### src/hdl/fcsc_pkg.sv
// Shared constants, field layouts and bundle types for the frustum cull block.
// Used by every module under hdl/; depends on nothing else.
package fcsc_pkg;

  // Coordinate and radius formats.
  localparam int COORD_BITS = 16;
  localparam int RAD_W      = 15;
  localparam int FIELD_W    = 16;
  localparam int PLANE_W    = 4 * FIELD_W;
  localparam int PLANE_COUNT = 6;
  localparam int CFG_IDX_W  = 3;

  // Plane register layout: normal x, y, z (Q2.14) then distance (signed integer, Q16.0).
  localparam int FLD_DIST    = 3;
  localparam int NORMAL_FRAC = 14;

  // Axis extent path widths.
  localparam int NORM_BITS  = 20;
  localparam int DIFF_W     = COORD_BITS + 1;
  localparam int LEN_W      = 2 * DIFF_W;
  localparam int Q_W        = NORM_BITS + 1;
  localparam int R2_W       = 2 * RAD_W;
  localparam int ROOT_W     = RAD_W;
  localparam int DIV_STEPS  = Q_W;
  localparam int SQRT_STEPS = ROOT_W;

  // Plane test widths.
  localparam int BOX_W  = COORD_BITS + 2;
  localparam int PROD_W = FIELD_W + BOX_W;
  localparam int TERM_W = FIELD_W + 2;
  localparam int SUM_W  = PROD_W + 3;

  // Box corners and sphere bias handed to the plane testers.
  typedef struct packed {
    logic [2:0][BOX_W-1:0] lo;
    logic [2:0][BOX_W-1:0] hi;
    logic [RAD_W-1:0]      bias;
  } box_t;

  // Side data that travels alongside the divider and square root lanes.
  typedef struct packed {
    logic                       valid;
    logic                       cmd;
    logic                       len_zero;
    logic [RAD_W-1:0]           r;
    logic [R2_W-1:0]            r2;
    logic [2:0][COORD_BITS-1:0] lo;
    logic [2:0][COORD_BITS-1:0] hi;
  } side_t;

endpackage

### src/hdl/fcsc_plane.sv
// One plane tester: picks the box corner, forms the dot product and compares.
// Two register stages. Depends on fcsc_pkg.
module fcsc_plane (
  input  logic                         clk,
  input  logic [fcsc_pkg::PLANE_W-1:0] plane,
  input  fcsc_pkg::box_t               box,
  output logic                         pass
);
  import fcsc_pkg::*;

  logic signed [PROD_W-1:0] prod_r   [3];
  logic signed [PROD_W-1:0] prod_nxt [3];
  logic signed [TERM_W-1:0] term_r;
  logic signed [TERM_W-1:0] term_nxt;
  logic signed [SUM_W-1:0]  sum;
  logic                     pass_r;

  // Products of the normal with the corner the normal's signs select.
  always_comb begin
    logic signed [FIELD_W-1:0] nrm;
    logic signed [BOX_W-1:0]   crn;
    logic signed [FIELD_W-1:0] dist_fld;
    for (int i = 0; i < 3; i++) begin
      nrm         = $signed(plane[FIELD_W*i +: FIELD_W]);
      crn         = nrm[FIELD_W-1] ? $signed(box.lo[i]) : $signed(box.hi[i]);
      prod_nxt[i] = PROD_W'(nrm) * PROD_W'(crn);
    end
    dist_fld = $signed(plane[FIELD_W*FLD_DIST +: FIELD_W]);
    term_nxt = $signed({{(TERM_W-RAD_W){1'b0}}, box.bias}) - TERM_W'(dist_fld);
  end

  always_ff @(posedge clk) begin
    for (int i = 0; i < 3; i++) begin
      prod_r[i] <= prod_nxt[i];
    end
    term_r <= term_nxt;
  end

  // Dot product minus distance plus bias must not be negative.
  assign sum = SUM_W'(prod_r[0]) + SUM_W'(prod_r[1]) + SUM_W'(prod_r[2])
             + (SUM_W'(term_r) <<< NORMAL_FRAC);

  always_ff @(posedge clk) begin
    pass_r <= ~sum[SUM_W-1];
  end

  assign pass = pass_r;

endmodule

### config.mk
export PLATFORM = sky130hd
export DESIGN_NAME = fcsc_plane
export DESIGN_NICKNAME = d
export VERILOG_FILES = /design/src/hdl/fcsc_pkg.sv /design/src/hdl/fcsc_plane.sv
export SDC_FILE = /design/constraint.sdc
export NUM_CORES = 2
export LEC_CHECK = 0
export BUFFER_PORTS_ARGS = -buffer_cell sky130_fd_sc_hd__buf_4
export CORE_AREA = 2 2 393 395
export DETAILED_ROUTE_END_ITERATION = 7
export DIE_AREA = 0 0 395 397
export HOLD_SLACK_MARGIN = 0.03
export MAX_ROUTING_LAYER = met4
export PLACE_DENSITY_LB_ADDON = 0.05
export SYNTH_ARGS = -nofsm -noshare
export SYNTH_HDL_FRONTEND = slang
export SYNTH_SLANG_ARGS = --single-unit
### constraint.sdc
create_clock -name clk -period 8.7 [get_ports clk]
set_input_delay 1.305 -clock clk [delete_from_list [all_inputs] [get_ports clk]]
set_output_delay 1.305 -clock clk [all_outputs]
set_load 0.05 [all_outputs]
== Word level (Yosys, flattened, before mapping) ==
Memory sizes are Yosys's and may differ from the RTL's.
Index checks and enable logic that the tools add are counted.
Word-level totals
  register bits: 18
  RAM bits: 102
  logic and storage cells: 14
  memories kept: 1
  output and inout port bits: 1
  input bits: 188
Operators by class
  muxes and demuxes: 3
  bitwise logic cells: 1
  add/sub/neg operators: 4
  multiply operators: 3
Memories
  prod_r: depth 3, bits a word 34, rd ports 3, clocked after Yosys merged registers in 0, write ports 3, RTL line fcsc_plane.sv:11  | logic signed [PROD_W-1:0] prod_r [3];
Operators by type and width (count)
  multiplier 16 x 18 -> 34 bit: 3
  two-way mux 18 bit: 3
  adder 36 x 31 -> 37 bit: 1
  adder 35 x 34 -> 36 bit: 1
  adder 34 x 34 -> 35 bit: 1
  subtractor 16 x 16 -> 17 bit: 1
  inverter 1 bit: 1

== Logic depth before layout (Yosys ltp) ==
  depth in word-level cells: 4
  depth in mapped cells: 27
  mapped depth without buffers: 25

== Worst setup path before layout ==
No wires, ideal clock.
  kind: input -> register
  from: input plane[15] (netlist bit)
  to: memory prod_r[0][32] (netlist bit)
  setup slack: 0.693 ns
  arrival time: 7.935 ns
  path buffers: 3
  setup time: 0.072 ns
  required time: 8.628 ns
  cell stages on the path: 25
  cells stage by stage: clkbuf_1 > clkbuf_1 > mux2_2 > clkbuf_1 > and2_1 > fa_1 > inv_1 > fa_1 > fa_1 > inv_1 > fa_1 > fa_1 > inv_1 > fa_1 > inv_1 > ha_1 > a21o_1 > a21o_1 > a221oi_2 > a21oi_1 > o22a_1 > a311o_1 > a31o_1 > a311oi_2 > xnor2_1
RTL lines
  start: declaration: RTL line fcsc_plane.sv:5  | input logic [fcsc_pkg::PLANE_W-1:0] plane,
  end: declaration: RTL line fcsc_plane.sv:11

==> results.tsv <==
stage	metric	value	unit
global_routing	grt_max_degree	26	
placed_design	port_buffers	188	
logic_synthesis	syn_avg_cell_area	9.44	sq um
sta	fin_skew	10.5	ps
clock_tree	clock_latency	430	ps
logic_synthesis	synth_area	0.0380	sq mm
logic_synthesis	synth-edff-count	0	
global_routing	grt_pass1_vias	29706	
sta	maxSlewHeadroom	47.0	%
logic_synthesis	yosysSeqAreaShare	6.32	%
logic_synthesis	synth-seq-cells	120	
worst_setup_path	cp_slowest_cell	fa_1	
worst_setup_path	r2r_start	prod_r[0][37]$_DFF_P_	
placed_design	gp_congestion	0.797	
floorplanning	die_x	395	um
sta	min_period	7700	ps
clock_tree	hold_buffers	0	
floorplanning	row_count	144	
worst_setup_path	crit_type	in2reg	
layout	area_delta_synth_final	11.4	%
layout	layout.nets	5570	
drt	vias	25584	
clock_tree	h-tree-depth	4	
logic_synthesis	syn_inst	4025	
clock_tree	cts_tree	done	
clock_tree	cts-resized-gates	0	
worst_setup_path	arrival	8010	ps
logic_synthesis	synth_ff_type	dfxtp_1	
worst_setup_path	max_stage_delay	540	ps
clock_tree	cts_buffer_depth	2	
worst_setup_path	critPathMostFrequentCell	fa_1	
drt	drt_wl_total	110	mm
sta	slew_violations	0	
clock_tree	cts_setup_buffers	0	
layout	final.fill_count	16490	
floorplanning	initial_core_util	24.8	%
worst_setup_path	cp-startpoint	plane[15]	
worst_setup_path	critPathCaptureType	register	
drt	antenna_left	0	
worst_setup_path	crit_chain	buf_4, mux2_2, and2_1, fa_1, inv_1, fa_1, fa_1, inv_1, fa_1, fa_1, inv_1, fa_1, inv_1, ha_1, a21o_1, a21oi_1, nor2b_1, a311oi_1, o31ai_1, a21oi_1, o211ai_1, mux2i_1, a2111oi_0	
sta	fmax	130	MHz
clock_tree	cts_sinks	120	
logic_synthesis	synth_nets	5457	
placed_design	hpwlAfterDp	97.5	mm
layout	drive_gt1_share	7.54	%
worst_setup_path	crit_path_start_kind	input port	
global_routing	grt-ovfl-total	0	
floorplanning	die_area	0.157	sq mm
worst_setup_path	worst-path-buf-inv	5	
sta	rsz0062_at_grt	no	
drt	routedWlPerCell	17.8	um
hold_path	min_from	prod_r[0][101]$_DFF_P_	
worst_setup_path	critPathTopFamily	adder cells	
global_routing	grtUsageTotal	15.2	%
sta	finalSetupViolCount	0	
sta	period_share	88.5	%
clock_tree	root_buffer	clkbuf_16	
clock_tree	clk_pin_slew	60	ps
drt	drt_iter0_markers	861	
drt	routed_via_density	4.13	
floorplanning	coreArea	0.153	sq mm
sta	hold_viol	0	
floorplanning	die_y	397	um
logic_synthesis	ys_types	58	
sta	worst_slew_pin_slew	786	ps
drt	first_pass_iters	6	
global_routing	antenna_found_initial	4	
logic_synthesis	yosys_warnings	0	
outcome	status	finished, final reports clean	
worst_setup_path	crit_required	9010	ps
global_routing	grt_pass1_wl	179	mm
clock_tree	numCtsBuffers	17	
flow_run	cap_violations	0	
logic_synthesis	async_reset_ff_share	0	%
worst_setup_path	cp_max_fo	24	
drt	drcViolationCount	0	
hold_path	hold_class	reg2reg	
sta	fin_setup_tns	0	ps
floorplanning	pin_count	189	
==> metrics by stage <==
step	util (%)	hold slack [ps]	cell area [sq um]	worst slack, ps	cells
2_1_floorplan	-	841	38000	693	4025
3_3_place_gp	27.3	1060	41700	509	6163
3_5_place_dp	27.3	1050	41700	532	6163
4_1_cts	27.7	1020	42300	943	6195
5_1_grt	27.7	1020	42300	613	6197
6_report	27.7	1010	42300	1000	6198
==> logic make-up after synthesis <==
family | synth area share (%)
adders and majority gates | 59.2
buffers and inverters | 11.1
and+or+nand+nor | 14.1
AOI/OAI and AO/OA | 4.80
xor gates and xnor gates | 2.81
DFF | 6.32
muxes | 1.62
==> area by class of cell <==
cell class	count	area (sq um)	share of cell area, %
Tap cell	2044	2560	6.04
Inverter	993	3730	8.80
Clock inverter	15	166	0.393
Multi-Input combinational cell	2784	31400	74.1
Antenna cell	3	7.51	0.0177
Clock buffer	17	425	1.00
Timing Repair Buffer	222	1670	3.94
Sequential cell	120	2400	5.67
==> tightest hold or removal path, delay by kind of cell, from the launching register on <==
family                   cells  cell delay (ps)
AO/OA/AOI/OAI                1              150
adder cells (fa/ha/maj)      2              390
flip-flops                   1              410
==> flip-flops by register name, indices dropped and copies added (netlist names) <==
name    flops
prod_r    102
pass        1
term_r     17
==> path summary, 6_finish.rpt <==
| kind | to | slack, ps | depth (start not counted) |
|---|---|---|---|
| setup / recovery | prod_r[0][33]$_DFF_P_ | 1000 | 23 |
| setup reg to reg | pass$_DFF_P_ | 4770 | 12 |
| hold / removal | pass$_DFF_P_ | 1010 | 3 |
| hold reg to reg | pass$_DFF_P_ | 1010 | 3 |
==> cells in the mapped netlist (3+ instances only) <==
library cell	n	area [sq um]
a2111oi_0	4	35.0
nand2b_1	33	206
a31oi_1	3	18.8
and3_1	11	68.8
xnor2_1	94	823
nand2_1	433	1630
a31o_2	3	26.3
nand3b_1	5	37.5
a21o_1	51	383
a21oi_1	97	485
mux2i_1	4	40.0
a21boi_0	3	22.5
inv_1	993	3730
nor2_1	101	379
or3_1	8	50.1
nor3_1	24	120
dfxtp_1	120	2400
xor2_1	28	245
o41ai_1	3	26.3
buf_1	12	45.0
nor2b_1	51	319
mux2_2	51	574
nand4_1	8	50.1
o211ai_1	9	67.6
nor4_1	6	37.5
o21a_1	12	90.1
nand3_1	23	115
o31ai_1	4	30.0
fa_1	925	18500
o21ai_0	50	250
a211oi_1	17	128
and2_1	372	2330
o21bai_1	5	37.5
clkbuf_1	115	432
ha_1	319	3990
==> per-layer routing <==
layer	track usage [%]	share of wire, %
met3	1.02	1.8
met4	1.02	0.38
met1	20.1	46
met2	26.6	52
met5	-	0
==> cells in the final DEF, fill, tap and decap left out, types with 23 or more instances in the layout <==
cell,netlist,final
nand3_1,23,23
and2_1,372,372
xor2_1,28,28
buf_4,0,222
a21o_1,51,51
nor3_1,24,24
fa_1,925,925
mux2_2,51,51
inv_1,993,993
nand2b_1,33,33
nor2_1,101,101
nor2b_1,51,51
dfxtp_1,120,120
o21ai_0,50,50
a21oi_1,97,97
xnor2_1,94,94
nand2_1,433,433
ha_1,319,319
Power is not shown: default switching activity piles up to over one toggle a cycle in this logic, so the estimate is an artifact.
