`config.mk`:
```
export PLATFORM = sky130hd
export DESIGN_NAME = fcsc_div
export DESIGN_NICKNAME = d
export VERILOG_FILES = /design/src/hdl/fcsc_pkg.sv /design/src/hdl/fcsc_div.sv
export SDC_FILE = /design/constraint.sdc
export NUM_CORES = 2
export LEC_CHECK = 0
export BUFFER_PORTS_ARGS = -buffer_cell sky130_fd_sc_hd__buf_2
export CELL_PAD_IN_SITES_DETAIL_PLACEMENT = 1
export CELL_PAD_IN_SITES_GLOBAL_PLACEMENT = 2
export CORE_MARGIN = 2
export CORE_UTILIZATION = 41
export DETAILED_ROUTE_END_ITERATION = 8
export PLACE_DENSITY_LB_ADDON = 0.15
export SYNTH_ARGS = -nofsm -noshare
export SYNTH_HDL_FRONTEND = slang
export SYNTH_SLANG_ARGS = --single-unit
```
`constraint.sdc`:
```
create_clock -name clk -period 4.69 [get_ports clk]
set_input_delay 0.7035 -clock clk [delete_from_list [all_inputs] [get_ports clk]]
set_output_delay 0.7035 -clock clk [all_outputs]
set_load 0.05 [all_outputs]
```
`src/hdl/fcsc_pkg.sv`:
```
// Shared constants, field layouts and bundle types for the frustum cull block.
// Used by every module under hdl/; depends on nothing else.
package fcsc_pkg;

  // Coordinate and radius formats.
  localparam int COORD_BITS = 16;
  localparam int RAD_W      = 15;
  localparam int FIELD_W    = 16;
  localparam int PLANE_W    = 4 * FIELD_W;
  localparam int PLANE_COUNT = 6;
  localparam int CFG_IDX_W  = 3;

  // Plane register layout: normal x, y, z (Q2.14) then distance (signed integer, Q16.0).
  localparam int FLD_DIST    = 3;
  localparam int NORMAL_FRAC = 14;

  // Axis extent path widths.
  localparam int NORM_BITS  = 20;
  localparam int DIFF_W     = COORD_BITS + 1;
  localparam int LEN_W      = 2 * DIFF_W;
  localparam int Q_W        = NORM_BITS + 1;
  localparam int R2_W       = 2 * RAD_W;
  localparam int ROOT_W     = RAD_W;
  localparam int DIV_STEPS  = Q_W;
  localparam int SQRT_STEPS = ROOT_W;

  // Plane test widths.
  localparam int BOX_W  = COORD_BITS + 2;
  localparam int PROD_W = FIELD_W + BOX_W;
  localparam int TERM_W = FIELD_W + 2;
  localparam int SUM_W  = PROD_W + 3;

  // Box corners and sphere bias handed to the plane testers.
  typedef struct packed {
    logic [2:0][BOX_W-1:0] lo;
    logic [2:0][BOX_W-1:0] hi;
    logic [RAD_W-1:0]      bias;
  } box_t;

  // Side data that travels alongside the divider and square root lanes.
  typedef struct packed {
    logic                       valid;
    logic                       cmd;
    logic                       len_zero;
    logic [RAD_W-1:0]           r;
    logic [R2_W-1:0]            r2;
    logic [2:0][COORD_BITS-1:0] lo;
    logic [2:0][COORD_BITS-1:0] hi;
  } side_t;

endpackage

```
`src/hdl/fcsc_div.sv`:
```
// Pipelined restoring divider, one quotient bit per stage: quo = num * 2^20 / den.
// Requires num <= den. Depends on fcsc_pkg.
module fcsc_div (
  input  logic                       clk,
  input  logic [fcsc_pkg::LEN_W-1:0] num,
  input  logic [fcsc_pkg::LEN_W-1:0] den,
  output logic [fcsc_pkg::Q_W-1:0]   quo
);
  import fcsc_pkg::*;

  logic [LEN_W-1:0] rem_r   [DIV_STEPS];
  logic [LEN_W-1:0] den_r   [DIV_STEPS];
  logic [Q_W-1:0]   quo_r   [DIV_STEPS];
  logic [LEN_W-1:0] rem_nxt [DIV_STEPS];
  logic [LEN_W-1:0] den_nxt [DIV_STEPS];
  logic [Q_W-1:0]   quo_nxt [DIV_STEPS];

  // Each stage shifts the partial remainder and tries one subtraction.
  always_comb begin
    logic [LEN_W:0]   trial;
    logic [LEN_W:0]   diff;
    logic [LEN_W-1:0] dsr;
    logic [Q_W-1:0]   qin;
    logic             ge;
    for (int j = 0; j < DIV_STEPS; j++) begin
      if (j == 0) begin
        trial = {1'b0, num};
        dsr   = den;
        qin   = '0;
      end else begin
        trial = {rem_r[j-1], 1'b0};
        dsr   = den_r[j-1];
        qin   = quo_r[j-1];
      end
      diff       = trial - {1'b0, dsr};
      ge         = (trial >= {1'b0, dsr});
      rem_nxt[j] = ge ? diff[LEN_W-1:0] : trial[LEN_W-1:0];
      den_nxt[j] = dsr;
      quo_nxt[j] = {qin[Q_W-2:0], ge};
    end
  end

  always_ff @(posedge clk) begin
    for (int j = 0; j < DIV_STEPS; j++) begin
      rem_r[j] <= rem_nxt[j];
      den_r[j] <= den_nxt[j];
      quo_r[j] <= quo_nxt[j];
    end
  end

  assign quo = quo_r[DIV_STEPS-1];

endmodule

```
* Word-level counts from Yosys, hierarchy flattened
Memories as Yosys holds them, arrays and structs flattened.
Cells that the tools add are included.
** Storage, ports and cells
- Register bits after elaboration :: 0
- Latch bits :: 0
- Memory bits (writable) :: 1869
- ROM bits :: 0
- Input port bits :: 69
- Output and inout bits :: 21
- Memories kept :: 3
** Operators by class
- Add/subtract/negate cells :: 21
- Multiply operators :: 0
- Divide/modulo/power cells :: 0
- $lt $le $gt $ge :: 21
- Eq/ne operators :: 0
- Shift-type cells :: 0
- Multiplexer cells :: 21
- Bitwise logic cells :: 0
- Reduce and logical (&&, ||, !) cells :: 0
** Memories
- den_r :: depth 21, bits a word 34, rd ports 20, clocked after memory_dff 0, wr ports 21, line fcsc_div.sv:12 : logic [LEN_W-1:0] den_r [DIV_STEPS];
- rem_r :: depth 21, bits a word 34, rd ports 20, clocked after memory_dff 0, wr ports 21, line fcsc_div.sv:11 : logic [LEN_W-1:0] rem_r [DIV_STEPS];
- quo_r :: depth 21, bits a word 21, rd ports 21, clocked after memory_dff 0, wr ports 21, line fcsc_div.sv:13 : logic [Q_W-1:0] quo_r [DIV_STEPS];
** Operator list (count)
- 34-bit 2-to-1 mux :: 21
- 34-bit subtractor :: 21
- 35-bit by 34-bit greater-or-equal comparator with 1-bit output :: 20
- 34-bit greater-or-equal comparator :: 1

* Longest topological paths before layout
An unclocked memory read counts as a cell.
- Depth in word-level cells :: 3
- Depth in mapped cells :: 17
- Depth with buffers taken out :: 15

* Least setup slack after synthesis
OpenSTA, ideal clock, no wires.
- Path type :: input-to-reg
- Start point :: in num[0] (netlist name)
- End point :: mem rem_r[0][13] (netlist name)
- Setup time :: 0.128 ns
- Arrival :: 3.529 ns
- Path slack :: 1.033 ns
- Cell stages on the path :: 16
- Buffers on the path :: 2
- Path through :: inv_1 -> ha_1 -> inv_1 -> fa_1 -> a21o_1 -> a221oi_2 -> nand4_1 -> nand3_1 -> nand4_1 -> a31oi_1 -> o21ai_1 -> and3b_1 -> a2111oi_2 -> buf_2 -> clkbuf_1 -> o21ai_0
** RTL lines
- start: declaration :: line fcsc_div.sv:5 : input logic [fcsc_pkg::LEN_W-1:0] num,
- end: declaration :: line fcsc_div.sv:11

==> summary.md <==
| Metric | Value |
|---|---|
| Antenna fix cells | 0 |
| Main combinational cell family by area after synthesis | compound AO/OA/AOI/OAI gates |
| Global-route wire length before repair | 343600 µm |
| Post-synthesis xor/xnor area fraction | around 6.6% |
| Combinational fraction of design power | 49.9% |
| Cells after Synth | 8310 |
| Residual DRC | 0 |
| Synth Area in Simple Gates | 10.73% |
| Clk Latency, worst-skew pair | 0.85 ns |
| DP Wirelength | 172500 µm |
| CP max FO | 45 |
| Worst Hold Endpoint | rem_r[0][13]$_DFF_P_ |
| Yosys warning count | 0 |
| Post-cts repair resize count | 0 |
| Clock sink count | approximately 1600 |
| Synth Area in Compound Gates | 19.00% |
| Adder and majority cell fraction of the synthesized area | 12.20% |
| Largest net degree at the start of global routing | 58 |
| Clock root buffer | clkbuf_16 |
| Worst Skew | around 0.034 ns |
| Final Setup Violations | 0 |
| Initial Util | 41.24% |
| Final Worst Setup Slack | ~0.53 ns |
| Synth unique cells | 101 |
| Area grow syn2layout | 13.35% |
| Sequential share of power | around 30% |
| R2R depth | 14 |
| Routed Antenna Nets | 0 |
| Routability Congestion | around 0.86 |
| Final Hold Viols | 0 |
| DR pass1 iterations | 5 |
| WS Path Type | flip-flop to flip-flop |
| Die Height | 435.6 µm |
| Peak VDD IR | 0.4498 mV |
| Die ar. | 189800 µm² |
| Reg2reg start | den_r[3][35]$_DFF_P_ |
| Main synth FF type | dfxtp_1 |
| Slew headroom | 31.50% |
| Total number of vias | 57880 |
| Core area | 185200 µm² |
| Clock buffer depth | 3 |
| Routed wire length | ~220000 µm |
| Post-Syn Area per Cell | 9.192 µm² |
| Number of core rows | 158 |
| Per-cell routed wire length | between 15 and 20 µm |
| Number of flops mapped to enable cells by yosys | 0 |
| Post-synthesis mux area share | 4.100% |
| Clock slew at reported path FFs | 0.06 ns |
| Vias per std cell | 5.200 |
| Tcrit/Tclk final | 88.75% |
| Worst Max-Slew Pin Slew | 1.023 ns |
| WP data required | 5.42 ns |
| Max Slew Vio Count | 0 |
| Total CTS buffers | 178 |
| Min-Delay Path Depth | 3 |
| Die width | 435.6 µm |
| Post-Syn Nets | 9112 |
| Yosys reg bits | 1591 |
| Setup TNS | 0 ns |
| Post-Syn Area | between 70000 and 80000 µm² |
| Sw Share | 40.42% |
| Power Dens Cells | 822.5 nW/µm² |
| Critical R2R Capture | rem_r[3][94]$_DFF_P_ |
| Post-route minimum period | 4.163 ns |
| Initial antenna violation count | 4 |
| Setup slack, reg-to-reg | 0.53 ns |
| # IOs | 90 |
| Int Pwr | 0.04243 W |
| Setup crit start kind | flip-flop |
| Achievable Freq | 240.2 MHz |
| Clock Power Share | around a fifth |
| Seq/Total Area, Yosys | 41.70% |
| Vias in the first global route | 61020 |
| Maxcap violations | 0 |
| Layout fillers | 21120 |
| H-tree depth | 4 |
| Worst slack at placement | 0.4378 ns |
| TritonCTS clock tree | done |
| Total leakage power | 40.50 nW |
| Asr flop ratio synth | 0% |
| I/O Buffers | 89 |
| Crit path capture type | flip-flop |
| Worst hold path startpoint | num[13] |
| GRT Total Usage | 22.54% |
| Run status | complete, no violations |
| Crit path DAT | 4.89 ns |
| Hold Path Class | primary input to flip-flop |
| Grt ovf | 0 |
| P_sw | 0.02879 W |
| Nets@finish | slightly above 9000 |
| DRT iter0 DRCs | 2459 |
| RSZ-0062 raised after global routing | false |
| Share of layout cells above drive strength 1 | 9.202% |
[cells in the final DEF (no fill, tap or decap), types with 48 or more instances in the layout]
cell type  netlist  final
a21o_1         392    391
a21oi_1        808    807
a31oi_1         81     80
and2_1          48     48
and3_1          68     68
buf_2           51     89
buf_4           18     65
clkbuf_16        0    178
dfxtp_1       1591   1591
ha_1           713    713
inv_1          904    904
mux2_2         227    227
nand2_1        503    503
nand2b_1        80     80
nand3_1        140    140
nand4_1         98     98
nor2_1         504    504
nor2b_1         82     82
nor3_1          72     72
o21a_1          78     78
o21ai_0        465    464
o21bai_1       104    104
xnor2_1        345    345
xor2_1         231    231
[Yosys cell counts, drive strengths merged, types with 115 or more instances]
| cell | count | area, µm² |
|---|---|---|
| nand3 | 141 | 718.2 |
| xnor2 | 345 | 3022 |
| nor2 | 504 | 1892 |
| dfxtp | 1591 | 31850 |
| xor2 | 231 | 2023 |
| inv | 905 | 3397 |
| ha | 713 | 8921 |
| mux2 | 268 | 3052 |
| a21oi | 809 | 4053 |
| clkbuf | 115 | 432.9 |
| a21o | 392 | 2943 |
| nand2 | 503 | 1888 |
| o21ai | 479 | 2405 |
[power groups by stage]
stage / clock [W] / combinational, W / sequential, W
after global placement: 0 / 0.0347 / 0.0213
final: 0.0147 / 0.0355 / 0.0210
after CTS: 0.0151 / 0.0357 / 0.0211
after floorplan: 0 / 0.0268 / 0.0200
after global routing: 0.0157 / 0.0397 / 0.0214
after detailed placement: 0 / 0.0353 / 0.0213
[cell type report]
cell class	count	area, µm²	share of cell area (%)
inverters	905	3397	3.923
multi-input cells	5619	40330	46.58
well taps	2480	3103	3.584
clock buffers	245	5136	5.932
clock inverters	86	1176	1.358
repair buffers	204	1594	1.841
flip-flops and latches	1591	31850	36.79
[worst max-delay path, cell delays in order, from the launching register on]
cell and delay [ns]:
dfxtp_1 0.33, inv_1 0.08, ha_1 0.31, nor2b_2 0.16, o2111ai_1 0.14, and4_4 0.22, or4_1 0.63, a2111o_1 0.48
a21boi_2 0.24, o31ai_2 0.12, or3_1 0.36, nand3_4 0.47, buf_4 0.24, nor2_1 0.04, a31o_2 0.21
[kinds of logic after synthesis]
group,count (synthesis)
AOI/OAI and AO/OA,2303
xor gates and xnor gates,576
adders and majority gates,733
buffers and inverters,1100
DFF,1591
muxes,276
and+or+nand+nor,1731
[stage by stage]
| stage | std cells | power, W | cell area [µm²] | hold WS, ns | util [%] |
|---|---|---|---|---|---|
| after CTS | 11130 | 0.07193 | 86580 | 0.008861 | 46.74 |
| final | 11130 | 0.07121 | 86580 | 0.07635 | 46.74 |
| after floorplan | 8310 | 0.04673 | 76390 | 0.3096 | - |
| after global routing | 11130 | 0.07687 | 86580 | 0.06934 | 46.74 |
| after global placement | 10770 | 0.05599 | 79930 | 0.3097 | 43.15 |
| after detailed placement | 10770 | 0.05658 | 79930 | 0.3132 | 43.15 |
[sequential cells by signal, indices dropped and copies added (netlist names)]
| register | cells |
|---|---|
| den_r | 680 |
| rem_r | 680 |
| quo_r | 231 |
[layer usage]
metal / global-route usage, % / part of all wire [%]
met3: 2.493 / 2.3
met2: 40.68 / 50
met1: 27.92 / 45
met4: 6.911 / 2.8
met5: 0 / 0
[timing repair]
item | 4_1_cts | 5_1_grt
endpoints found under the setup margin | 0 | 0
buffers inserted | 0 | 0
hold buffers | 34 | 0
endpoints found under the hold margin | 34 | 0
[how the worst max path moves through the flow]
stage / start / to / cells after the start / slack (ns)
after CTS: den_r[2][43]$_DFF_P_ / rem_r[2][89]$_DFF_P_ / 14 / 0.44
after floorplan: num[0] / rem_r[0][13]$_DFF_P_ / 16 / 1.03
final: den_r[3][35]$_DFF_P_ / rem_r[3][94]$_DFF_P_ / 14 / 0.53
after global placement: num[0] / rem_r[0][1]$_DFF_P_ / 16 / 0.43
after global routing: den_r[2][43]$_DFF_P_ / rem_r[2][77]$_DFF_P_ / 14 / 0.20
after detailed placement: den_r[2][43]$_DFF_P_ / rem_r[2][77]$_DFF_P_ / 14 / 0.44
Note: power is estimated with default switching activity, not from simulation.
