File: src/hdl/fcsc_pkg.sv
// Shared constants, field layouts and bundle types for the frustum cull block.
// Used by every module under hdl/; depends on nothing else.
package fcsc_pkg;

  // Coordinate and radius formats.
  localparam int COORD_BITS = 16;
  localparam int RAD_W      = 15;
  localparam int FIELD_W    = 16;
  localparam int PLANE_W    = 4 * FIELD_W;
  localparam int PLANE_COUNT = 6;
  localparam int CFG_IDX_W  = 3;

  // Plane register layout: normal x, y, z (Q2.14) then distance (signed integer, Q16.0).
  localparam int FLD_DIST    = 3;
  localparam int NORMAL_FRAC = 14;

  // Axis extent path widths.
  localparam int NORM_BITS  = 20;
  localparam int DIFF_W     = COORD_BITS + 1;
  localparam int LEN_W      = 2 * DIFF_W;
  localparam int Q_W        = NORM_BITS + 1;
  localparam int R2_W       = 2 * RAD_W;
  localparam int ROOT_W     = RAD_W;
  localparam int DIV_STEPS  = Q_W;
  localparam int SQRT_STEPS = ROOT_W;

  // Plane test widths.
  localparam int BOX_W  = COORD_BITS + 2;
  localparam int PROD_W = FIELD_W + BOX_W;
  localparam int TERM_W = FIELD_W + 2;
  localparam int SUM_W  = PROD_W + 3;

  // Box corners and sphere bias handed to the plane testers.
  typedef struct packed {
    logic [2:0][BOX_W-1:0] lo;
    logic [2:0][BOX_W-1:0] hi;
    logic [RAD_W-1:0]      bias;
  } box_t;

  // Side data that travels alongside the divider and square root lanes.
  typedef struct packed {
    logic                       valid;
    logic                       cmd;
    logic                       len_zero;
    logic [RAD_W-1:0]           r;
    logic [R2_W-1:0]            r2;
    logic [2:0][COORD_BITS-1:0] lo;
    logic [2:0][COORD_BITS-1:0] hi;
  } side_t;

endpackage

File: src/hdl/fcsc_sqrt.sv
// Pipelined integer square root, one result bit per stage (floor of sqrt).
// Depends on fcsc_pkg.
module fcsc_sqrt (
  input  logic                        clk,
  input  logic [fcsc_pkg::R2_W-1:0]   val,
  output logic [fcsc_pkg::ROOT_W-1:0] root
);
  import fcsc_pkg::*;

  logic [R2_W-1:0] v_r     [SQRT_STEPS];
  logic [R2_W-1:0] res_r   [SQRT_STEPS];
  logic [R2_W-1:0] v_nxt   [SQRT_STEPS];
  logic [R2_W-1:0] res_nxt [SQRT_STEPS];

  // Digit-by-digit method: each stage owns one power of four.
  always_comb begin
    logic [R2_W-1:0] v_in;
    logic [R2_W-1:0] res_in;
    logic [R2_W-1:0] bitv;
    logic [R2_W-1:0] trial;
    for (int k = 0; k < SQRT_STEPS; k++) begin
      if (k == 0) begin
        v_in   = val;
        res_in = '0;
      end else begin
        v_in   = v_r[k-1];
        res_in = res_r[k-1];
      end
      bitv  = R2_W'(1) << (R2_W - 2 - 2 * k);
      trial = res_in + bitv;
      if (v_in >= trial) begin
        v_nxt[k]   = v_in - trial;
        res_nxt[k] = (res_in >> 1) + bitv;
      end else begin
        v_nxt[k]   = v_in;
        res_nxt[k] = res_in >> 1;
      end
    end
  end

  always_ff @(posedge clk) begin
    for (int k = 0; k < SQRT_STEPS; k++) begin
      v_r[k]   <= v_nxt[k];
      res_r[k] <= res_nxt[k];
    end
  end

  assign root = res_r[SQRT_STEPS-1][ROOT_W-1:0];

endmodule

File: config.mk
export PLATFORM = sky130hd
export DESIGN_NAME = fcsc_sqrt
export DESIGN_NICKNAME = d
export VERILOG_FILES = /design/src/hdl/fcsc_pkg.sv /design/src/hdl/fcsc_sqrt.sv
export SDC_FILE = /design/constraint.sdc
export NUM_CORES = 1
export LEC_CHECK = 0
export BUFFER_PORTS_ARGS = -buffer_cell sky130_fd_sc_hd__buf_2
export CAP_MARGIN = 20
export CORE_MARGIN = 4
export CORE_UTILIZATION = 55
export CTS_BUF_LIST = sky130_fd_sc_hd__clkbuf_4 sky130_fd_sc_hd__clkbuf_8 sky130_fd_sc_hd__clkbuf_16
export DETAILED_ROUTE_END_ITERATION = 12
export GPL_TIMING_DRIVEN = 0
export MAX_ROUTING_LAYER = met4
export PLACE_DENSITY = 0.74
export REMOVE_ABC_BUFFERS = 1
export SYNTH_ARGS = -nofsm -noshare
export SYNTH_HDL_FRONTEND = slang
export SYNTH_SLANG_ARGS = --single-unit
export TNS_END_PERCENT = 100
File: constraint.sdc
create_clock -name clk -period 3.2 [get_ports clk]
set_input_delay 0.64 -clock clk [delete_from_list [all_inputs] [get_ports clk]]
set_output_delay 0.64 -clock clk [all_outputs]
set_load 0.02 [all_outputs]
[Word-level counts from Yosys, hierarchy flattened]
Memory sizes are Yosys's and may differ from the RTL's.
Cells that the tools add are included.
Operators by class
  add/sub/neg operators: 43
  order comparisons: 15
  multiplexer cells: 30
Operators by type and width (number)
  30-bit 2-to-1 mux: 29
  30-bit >= comparator: 14
  30-bit subtractor: 14
  29-bit by 1-bit adder with 30-bit output, second input constant: 1
  29-bit by 11-bit adder with 30-bit output, second input constant: 1
  29-bit by 13-bit adder with 30-bit output, second input constant: 1
  29-bit by 15-bit adder with 30-bit output, second input constant: 1
  29-bit by 17-bit adder with 30-bit output, second input constant: 1
  29-bit by 19-bit adder with 30-bit output, second input constant: 1
  29-bit by 21-bit adder with 30-bit output, second input constant: 1
  29-bit by 23-bit adder with 30-bit output, second input constant: 1
  29-bit by 25-bit adder with 30-bit output, second input constant: 1
  29-bit by 27-bit adder with 30-bit output, second input constant: 1
  29-bit by 3-bit adder with 30-bit output, second input constant: 1
  29-bit by 5-bit adder with 30-bit output, second input constant: 1
  29-bit by 7-bit adder with 30-bit output, second input constant: 1
  29-bit by 9-bit adder with 30-bit output, second input constant: 1
  30-bit by 1-bit adder with 30-bit output, second input constant: 1
  30-bit by 11-bit adder with 30-bit output, second input constant: 1
  30-bit by 13-bit adder with 30-bit output, second input constant: 1
  30-bit by 15-bit adder with 30-bit output, second input constant: 1
  30-bit by 17-bit adder with 30-bit output, second input constant: 1
  30-bit by 19-bit adder with 30-bit output, second input constant: 1
  30-bit by 21-bit adder with 30-bit output, second input constant: 1
  other kinds (10): 10
Storage, ports and cells
  bits of input ports: 31
  flip-flop bits (word level): 0
  memories: 2
  output and inout bits: 15
  logic and storage cells: 90
  memory bits (writable): 900
Memory list
  res_r: words 15, width 30, rd ports 15, clocked after Yosys merged registers in 0, write ports 15, line fcsc_sqrt.sv:11  | logic [R2_W-1:0] res_r [SQRT_STEPS];
  v_r: words 15, width 30, rd ports 14, clocked after Yosys merged registers in 0, write ports 15, line fcsc_sqrt.sv:10  | logic [R2_W-1:0] v_r [SQRT_STEPS];

[Logic depth before layout (Yosys ltp)]
Gate-level depths: netlist (run 1).
An unclocked memory read counts as a cell.
  word-level depth: 4
  mapped depth: 11
  depth with buffers taken out: 10

[Worst setup path before layout (run 1)]
No wires, ideal clock.
  kind: register to register
  from: mem v_r[0][232] in the netlist's numbering
  to: mem v_r[1][20] in the netlist's numbering
  cell stages (with the launch flop): 8
  path buffers: 1
  library setup time: 121 ps
  clock period less this slack: 2711 ps
  data arrival time: 2590 ps
  slack: 489 ps
  cells stage by stage: dfxtp_1 -> or3_4 -> or3_4 -> or3_1 -> or3_1 -> or4_4 -> buf_6 -> mux2_4
RTL lines (line)
  start, declared: fcsc_sqrt.sv:10

==> results.md, run 1 <==
* CTS tree: done
* Final Max Tran Viols at 0
* I/O pins at 46
* Placed Area at 20600 um2
* H-tree levels at 2
* Largest area contributor in the netlist: dfxtp_1
* Initial antenna violation count at 0
* Adder-Cell Fraction of Synth Area at 8.23%
* Clock skew at 0.0445 ns
* CTS Buffer Depth at 3
* Mapped Cells at 1947
* Placed insts at 2427
* Pwr Total at 22.0 mW
* Share of cells above drive strength 1 at 9.56%
* Synth Area in XOR/XNOR at 7.30%
* CTS Root Buffer Type: clkbuf_16
* DR vias/cell at 5.33
* Total track usage at 20.5%
* Final worst path period need at 3.08 ns
* Switching part of the total at 31.7%
* Vias at 13.4k
* Post-Syn Area per Cell at 10.2 um2
* RSZ-0062 raised after global routing: no
* CP endpoint kind: flip-flop
* Placeable Area at 35700 um2
* R2r startpoint: res_r[1][131]
* Hold_buf cts at 0
* Worst Path Arrival at 3.60 ns
* ANT nets after route at 0
* DR WL/cell at 15.4 um
* Worst Path Buf+Inv at 1
* PortBufs at 45
* Commonest cells post-synth: dfxtp_1, inv_1, nor2_1, ha_1, a21oi_1
* # diodes at 0
* CTS Sinks at 540
* Area of the multi-input gates at 8470 um2
* Nets at 2183
* Fin Setup TNS at 0 ns
* Remaining global-route overflow at 0
* First-pass GRT wire length at 63900 um
* Clock transition at path regs at 0.07 ns
* Startpoint class of the critical path: flip-flop
* Design Area, Final at 22500 um2
* Num rows at 69
* Num CTS Buffers at 52
* Mux cell area share after synthesis at 1.58%
* CP Cell Sequence: inv_1 > ha_1 > nand2_1 > or4b_2 > nor3_2 > a211o_1 > a211o_4 > nor4b_1 > xor2_1
* # DRC at 0
* Effective utilization at floorplan at 55.9%
* Asr flop ratio synth at 0%
* Drt first pass iters at 5
* Largest stage delay, worst path at 0.71 ns
* Post-Synth Simple-Gate Area at 14.3%
* HPWL after DPL at 29400 um
* Top-count cell post-synth: dfxtp_1
* Pleak at 10.3 nW
* Period utilisation layout at 96.2%
* Clock latency on the worst-skew pair at 0.63 ns
* Worst slew margin at 45.0%
* Fill cells at 2812
* Seq pwr share at 43.0%
* Crit-path max FO at 31
* Post-synth EDFFs at 0
* Final setup viols at 0
* Hold Fails Final Rpt at 0
* Critical path's top delay family: simple AND/OR/NAND/NOR gates
* Worst setup path class: reg -> reg
* P per Cell Area at 974 nW/um2
* Combinational Power Share at 28.4%
* Synth top area cells: dfxtp_1, ha_1, xnor2_1
* Die area at 39300 um2
* Internal power at 15.0 mW
* Register area at 10800 um2
* Final WL at 38800 um
* CP Launch Point: res_r[1][131]
* Initial drt markers at 455
* Synth Register Bits at 540
* Run status: completed
* Largest net degree at the start of global routing at 32
* Die W at 198 um
* Hold Crit Start: val[16]
* Maximum clock frequency at 0.325 GHz
* VDD IR max at 0.610 mV
* Critical Path RT at 3.72 ns
* Number of global-route vias before repair at 13.9k
* GP Congestion at 0.956
* Synth top area share at 54.3%
* Main synth FF type: dfxtp_1
* NetSw at 6.96 mW
* Layout area overhead at 13.2%
* Crit-path slowest cell: or4b_2
* Mapped cell area at 19900 um2
* Power share of the clock group at 28.5%
* Seq/Total Area, Yosys at 54.3%
* Die Y at 198 um
* Max Cap Viol at 0
* Hold/Removal Path Class: in -> reg
* Fin cells at 2522
* Yosys warning total at 0
* Post-synthesis compound-gate area fraction at 10.8%
* Worst Max-Slew Pin Slew at 0.813 ns
* Largest family of logic cells by synthesized area: simple AND/OR/NAND/NOR gates
* Synth unique cells at 68
-- cell families after synthesis --
| logic type | after synthesis |
|---|---|
| AOI/OAI and AO/OA | 346 |
| xor gates and xnor gates | 166 |
| adders and majority gates | 131 |
| buffers and inverters | 186 |
| DFF | 540 |
| muxes | 28 |
| and+or+nand+nor | 550 |
-- final timing paths --
check | endpoint | slack, ns | depth (start not counted)
hold / removal | v_r[0][16] | 0.11 | 1
setup reg to reg | v_r[1][179] | 0.12 | 9
setup / recovery | v_r[1][179] | 0.12 | 9
hold reg to reg | res_r[1][15] | 0.33 | 0
-- per-stage QoR --
| stage | setup slack (ns) | utilization (%) | hold slack, ns |
|---|---|---|---|
| 6_report | 0.123 | 63.2 | 0.110 |
| 3_3_place_gp | -1.69 | 57.8 | 0.328 |
| 2_1_floorplan | -0.339 | - | 0.322 |
| 5_1_grt | 0.00136 | 63.2 | 0.0790 |
| 3_5_place_dp | -0.480 | 57.9 | 0.331 |
| 4_1_cts | 0.0233 | 63.2 | 0.0745 |
-- area by class of cell --
class | count | share of cell area [%]
flip-flops and latches | 540 | 47.9
multi-input cells | 1221 | 37.6
clock buffers | 74 | 6.86
inverters | 157 | 2.61
well taps | 461 | 2.56
clock inverters | 20 | 1.29
repair buffers | 49 | 1.17
-- cells in the final DEF (no fill, tap or decap), types with 6 or more instances in the layout --
master       n
xor2_1      67
ha_1       131
nand4b_1    13
nand2b_1    22
and2_1       9
o31ai_1      6
or4_1        9
xnor2_1     99
nand3_1     24
clkbuf_16   52
nand3b_1    10
o21ai_0     67
nand4_1     15
o31a_1       7
clkinv_2     8
a21oi_1    128
or3_1       18
clkbuf_4     9
nor4_1      54
inv_1      156
buf_2       45
clkbuf_8    13
dfxtp_1    540
nand2_1    103
nor2b_1     17
a21boi_0     9
mux2_2      23
nor4b_1     12
nor2_1     153
a211oi_1    14
o21a_1      23
o2111ai_1    7
or2_2        8
nor3b_1      8
a21o_1      28
and3_1       7
nor3_1      50
o211ai_1    11
-- state kept, by name, indices dropped and copies added, names as in the netlist --
signal and count:
v_r 420, res_r 120
-- power groups by stage --
stage / registers [mW] / logic, mW / clock network [mW]
floorplan: 9.29 / 4.94 / 0
global placement: 9.53 / 6.02 / 0
detailed placement: 9.58 / 6.16 / 0
CTS: 9.44 / 6.23 / 6.40
global route: 9.65 / 6.97 / 6.68
finish: 9.45 / 6.24 / 6.27
-- per-layer routing --
metal / global-route usage [%] / wire length, um
met4: 10.0 / 1870
met2: 41.4 / 21900
met3: 3.56 / 1300
met1: 17.8 / 13700
met5: - / 0
-- what timing repair did --
item / CTS / global route
endpoints found under the hold margin: 0 / 0
cloned: 0 / 0
pin swaps: 0 / 1
buffers inserted: 0 / 1
endpoints found under the setup margin: 46 / 19
resized for setup: 7 / 5
Note: power is estimated with default switching activity, not from simulation.
==> inputs of run 2 (changes only) <==
- CORE_MARGIN: 4 -> unset
==> results.md, run 2 (synthesis gave the netlist of run 1 again) <==
* Commonest non-fill, non-tap cell in the layout: dfxtp_1 (unchanged)
* Fill cells at 2860 (was 2812)
* Initial antenna violation count at 0 (unchanged)
* PortBufs at 45 (unchanged)
* GP Congestion at 0.943 (was 0.956)
* Die area at 37000 um2 (was 39300 um2)
* Commonest non-fill, non-tap cells in the layout: dfxtp_1, inv_1, nor2_1 (unchanged)
* Startpoint class of the critical path: flip-flop (unchanged)
* Hold/Removal Path Class: in -> reg (unchanged)
* CP endpoint kind: flip-flop (unchanged)
* Number of global-route vias before repair at 13.8k (was 13.9k)
* Drt first pass iters at 9 (was 5)
* Num CTS Buffers at 53 (was 52)
* CTS Root Buffer Type: clkbuf_16 (unchanged)
* Worst Max-Slew Pin Slew at 0.930 ns (was 0.813 ns)
* Largest net degree at the start of global routing at 32 (unchanged)
* HPWL after DPL at 28800 um (was 29400 um)
* Effective utilization at floorplan at 56.0% (was 55.9%)
* H-tree levels at 2 (unchanged)
* Max Cap Viol at 0 (unchanged)
* Crit-path max FO at 5 (was 31)
* Worst setup path class: reg -> reg (unchanged)
* Hold Fails Final Rpt at 0 (unchanged)
* CTS Sinks at 540 (unchanged)
* Layout area overhead at 13.5% (was 13.2%)
* Largest Register: v_r (unchanged)
* Pleak at 10.4 nW (was 10.3 nW)
* I/O pins at 46 (unchanged)
* Hold_buf cts at 0 (unchanged)
* Run status: completed (unchanged)
* First-pass GRT wire length at 62800 um (was 63900 um)
* Worst slew margin at 37.7% (was 45.0%)
* Vias at 13.5k (was 13.4k)
* Reg2Reg Depth at 9 (unchanged)
* Clock transition at path regs at 0.06 ns (was 0.07 ns)
* Total track usage at 21.9% (was 20.5%)
* Worst setup margin at 0.138 ns (was 0.123 ns)
* CTS Buffer Depth at 3 (unchanged)
* RSZ-0062 raised after global routing: no (unchanged)
* Placed Area at 20600 um2 (unchanged)
* Critical Path RT at 3.69 ns (was 3.72 ns)
* Final worst path period need at 3.06 ns (was 3.08 ns)
* Clock latency on the worst-skew pair at 0.63 ns (about the same)
* Num rows at 69 (unchanged)
* Biggest regs: v_r: 420 flops, res_r: 120 flops (unchanged)
* WHS Path Cells at 1 (unchanged)
* Maximum clock frequency at 0.327 GHz (was 0.325 GHz)
* Clock skew at 0.0446 ns (was 0.0445 ns)
* Final WL at 38100 um (was 38800 um)
* Final setup viols at 0 (unchanged)
* Largest register FFs at 420 (unchanged)
* # diodes at 0 (unchanged)
* Die W at 192 um (was 198 um)
* Placeable Area at 35600 um2 (was 35700 um2)
* Pre-CTS WS at -0.380 ns (was -0.480 ns)
* # DRC at 0 (unchanged)
* CTS tree: done (unchanged)
* P per Cell Area at 981 nW/um2 (was 974 nW/um2)
* ANT nets after route at 0 (unchanged)
* DR WL/cell at 15.1 um (was 15.4 um)
* Design Area, Final at 22600 um2 (was 22500 um2)
* VDD IR max at 0.809 mV (was 0.610 mV)
* Share of cells above drive strength 1 at 9.69% (was 9.56%)
* Worst Path Arrival at 3.55 ns (was 3.60 ns)
* Setup Fix Bufs, Post-CTS at 0 (unchanged)
* Final Max Tran Viols at 0 (unchanged)
* DR vias/cell at 5.35 (was 5.33)
* Initial drt markers at 511 (was 455)
* Remaining global-route overflow at 0 (unchanged)
* Period utilisation layout at 95.7% (was 96.2%)
* Nets at 2183 (unchanged)
* Die Y at 192 um (was 198 um)
## run 2: cell count changes in the layout (fill, tap and decap cells not counted), moves of 2 or more
cell,previous run,this run
clkbuf_4,9,15
bufinv_16,4,6
clkbuf_8,13,8
clkinvlp_4,3,1
## run 2: final cells by class
type	instances	area (um2)	area share [%]
Timing Repair Buffer	48	255	1.13
Clock inverter	21	344	1.52
Inverter	157	589	2.61
Clock buffer	76	1550	6.85
Sequential cell	540	10800	47.8
Tap cell	461	577	2.55
Multi-Input combinational cell	1221	8480	37.5
## run 2: final timing paths
check | to | slack, ns | start
max | v_r[1][147] | 0.14 | res_r[1][103]
min | v_r[0][12] | 0.11 | val[12]
max reg2reg | v_r[1][147] | 0.14 | res_r[1][103]
min reg2reg | v_r[1][32] | 0.32 | v_r[1][2]
## run 2: what timing repair did
| action | CTS | global route |
|---|---|---|
| resized for setup | 7 | 7 |
| pin swaps | 0 | 0 |
| endpoints found under the setup margin | 48 | 29 |
| endpoints found under the hold margin | 0 | 0 |
## run 2: metal layers
metal  up-vias  global-route usage, %  routed length (um)
li1       6897                      -                   -
met1      6226                   19.1               13800
met2       260                   43.3               21200
met3       108                   3.24                1210
met4         0                   13.7                1910
met5         -                      -                   0
## run 2: report_power, final
group	total [mW]	leakage, nW	internal, mW	switching, mW
combinational	6.24	4.90	2.90	3.35
sequential	9.45	4.53	8.39	1.06
clock	6.47	0.943	3.89	2.58
## run 2: stage by stage
stage               TNS (ns)  hold WS [ns]  instances  util [%]  total power [mW]
global route               0        0.0801       2524      63.5              23.5
floorplan              -1.08         0.322       1918         -              14.2
finish                     0         0.105       2524      63.5              22.2
CTS                        0        0.0699       2524      63.5              22.3
detailed placement     -5.04         0.329       2427      58.0              15.7
global placement      -38.41         0.327       2424      57.9              15.5
## run 2: critical path, cell delays in order (launching register included)
cell,delay [ns]
dfxtp_1,0.33
inv_1,0.04
ha_1,0.37
nand4_1,0.21
nor4b_2,0.57
a311oi_1,0.17
and3_1,0.24
o32ai_1,0.56
o2111ai_1,0.26
xnor2_1,0.18
==> inputs of run 3 (changes only) <==
- PLACE_DENSITY: 0.74 -> 0.77
- clock period: 3.2 -> 2.8 ns (I/O delays scaled with it)
==> results.md, run 3 (synthesis gave the netlist of run 1 again) <==
* Run status: complete, but fails checks (was completed)
* Failing checks: setup timing
* CTS tree: done (unchanged)
* Drt first pass iters at 5 (was 9)
* Crit-path slowest cell: or4_4 (was nor4b_2)
* Largest Register: v_r (unchanged)
* Die area at 37000 um2 (unchanged)
* Remaining global-route overflow at 0 (unchanged)
* Final setup viols at 2 (was 0)
* First-pass GRT wire length at 64300 um (was 62800 um)
* Commonest non-fill, non-tap cells in the layout: dfxtp_1, inv_1, nor2_1 (unchanged)
* CP Cell Sequence: or3_4 > or3_4 > or3_4 > or3_4 > or4_4 > mux2_4 (was inv_1 > ha_1 > nand4_1 > nor4b_2 > a311oi_1 > and3_1 > o32ai_1 > o2111ai_1 > xnor2_1)
* Seq pwr share at 42.3% (was 42.6%)
* Final Max Tran Viols at 0 (unchanged)
* Pwr Total at 25.7 mW (was 22.2 mW)
* RR Endpoint: v_r[1][20] (was v_r[1][147])
* CTS Sinks at 540 (unchanged)
* Pre-CTS WS at -0.863 ns (was -0.380 ns)
* Min Hold Slack at 0.0583 ns (was 0.105 ns)
* Maximum clock frequency at 0.355 GHz (was 0.327 GHz)
* I/O pins at 46 (unchanged)
* Total track usage at 22.4% (was 21.9%)
* Worst path most repeated cell: or3_4
* PortBufs at 45 (unchanged)
* Final worst path period need at 2.82 ns (was 3.06 ns)
* Clock skew at 0.0259 ns (was 0.0446 ns)
* NetSw at 8.22 mW (was 6.99 mW)
* RSZ-0062 raised after global routing: yes (was no)
* H-tree levels at 2 (unchanged)
* Largest register FFs at 420 (unchanged)
* Period utilisation layout at 101% (was 95.7%)
* Largest net degree at the start of global routing at 26 (was 32)
* # diodes at 0 (unchanged)
* Worst setup path class: reg -> reg (unchanged)
* Fin util at 64.8% (was 63.5%)
* Commonest non-fill, non-tap cell in the layout: dfxtp_1 (unchanged)
* Worst Max-Slew Pin Slew at 0.742 ns (was 0.930 ns)
* Placeable Area at 35600 um2 (unchanged)
* Vias at 13.9k (was 13.5k)
* VDD IR max at 0.733 mV (was 0.809 mV)
* Worst Path Arrival at 3.30 ns (was 3.55 ns)
* Num CTS Buffers at 51 (was 53)
* Biggest regs: v_r: 420 flops, res_r: 120 flops (unchanged)
* Max Cap Viol at 0 (unchanged)
* Nets at 2196 (was 2183)
* Final WL at 40000 um (was 38100 um)
* CTS Buffer Depth at 3 (unchanged)
* Placed Area at 20600 um2 (unchanged)
* Switching part of the total at 31.9% (was 31.6%)
* ANT nets after route at 0 (unchanged)
* CP endpoint kind: flip-flop (unchanged)
* Clock transition at path regs at 0.07 ns (was 0.06 ns)
* Worst slew margin at 50.5% (was 37.7%)
* Die Y at 192 um (unchanged)
* Worst Setup EP: v_r[1][20] (was v_r[1][147])
* Power share of the clock group at 28.5% (was 29.2%)
* Combinational Power Share at 29.2% (was 28.2%)
* HPWL after DPL at 28300 um (was 28800 um)
* Crit-path max FO at 22 (was 5)
* CP Launch Point: v_r[0][232] (was res_r[1][103])
* Hold Crit Start: val[18] (was val[12])
* Worst setup margin at -0.0157 ns (was 0.138 ns)
* Fin Setup TNS at -0.0305 ns (was 0 ns)
* DR vias/cell at 5.46 (was 5.35)
* Internal power at 17.5 mW (was 15.2 mW)
* GP Congestion at 0.956 (was 0.943)
* R2r startpoint: v_r[0][232] (was res_r[1][103])
* Critical Path RT at 3.28 ns (was 3.69 ns)
* Num rows at 69 (unchanged)
* Die W at 192 um (unchanged)
* Hold Fails Final Rpt at 0 (unchanged)
* Hold_buf cts at 0 (unchanged)
* Design Area, Final at 23100 um2 (was 22600 um2)
* Startpoint class of the critical path: flip-flop (unchanged)
* Fill cells at 2626 (was 2860)
* Initial antenna violation count at 0 (unchanged)
* CTS Root Buffer Type: clkbuf_16 (unchanged)
* Reg2Reg Depth at 6 (was 9)
* DR WL/cell at 15.8 um (was 15.1 um)
* Pleak at 10.5 nW (was 10.4 nW)
* Placed insts at 2427 (unchanged)
* Initial drt markers at 552 (was 511)
* Largest stage delay, worst path at 0.57 ns (about the same)
* # DRC at 0 (unchanged)
* P per Cell Area at 1120 nW/um2 (was 981 nW/um2)
* Layout area overhead at 15.8% (was 13.5%)
* Reg2reg setup slack at -0.02 ns (was 0.14 ns)
* Fin cells at 2537 (was 2524)
* Clock latency on the worst-skew pair at 0.60 ns (was 0.63 ns)
* Number of global-route vias before repair at 14.1k (was 13.8k)
* Register area at 10800 um2 (about the same)
* Share of cells above drive strength 1 at 12.1% (was 9.69%)
* Area of the multi-input gates at 8870 um2 (was 8480 um2)
* Hold/Removal Path Class: in -> reg (unchanged)
* Effective utilization at floorplan at 56.0% (unchanged)
==> run 3: critical path, delay by kind of cell (launching register included) <==
family | cells | cell delay, ns
simple gates | 5 | 2.03
flops | 1 | 0.34
mux | 1 | 0.34
==> run 3: worst min-delay path by stage <==
stage / cells past startpoint / end / slack [ns]
2_1_floorplan: 0 / v_r[0][126] / 0.32
3_3_place_gp: 0 / v_r[0][195] / 0.33
3_5_place_dp: 0 / v_r[0][122] / 0.33
4_1_cts: 1 / v_r[0][18] / 0.03
5_1_grt: 1 / v_r[0][21] / 0.03
6_report: 1 / v_r[0][18] / 0.06
==> run 3: per-layer routing <==
metal / global-route usage, % / vias up / part of all wire, %
met5: - / - / 0
met4: 12.3 / 0 / 5.5
met3: 3.58 / 146 / 3.5
met2: 44.9 / 325 / 56
met1: 19.3 / 6451 / 35
li1: - / 6942 / -
==> run 3: power groups by stage <==
stage,clock (mW),combinational (mW),sequential [mW]
2_1_floorplan,0,5.65,10.6
3_3_place_gp,0,6.76,10.9
3_5_place_dp,0,6.98,11.0
4_1_cts,7.44,7.16,10.8
5_1_grt,7.80,8.34,11.1
6_report,7.33,7.51,10.9
==> run 3: cell type report <==
class / count / area share (%)
sequential: 540 / 46.9
multi-input combinational: 1224 / 38.4
clock buffer: 75 / 6.67
inverter: 157 / 2.56
tap: 461 / 2.50
timing repair buffer: 60 / 1.51
clock inverter: 20 / 1.44
==> run 3: timing repair <==
| action | in CTS | in global routing |
|---|---|---|
| setup endpoints to repair | 111 | 63 |
| pin swaps | 3 | 10 |
| buffers inserted | 3 | 8 |
| cloned | 1 | 3 |
| gates resized for setup | 32 | 41 |
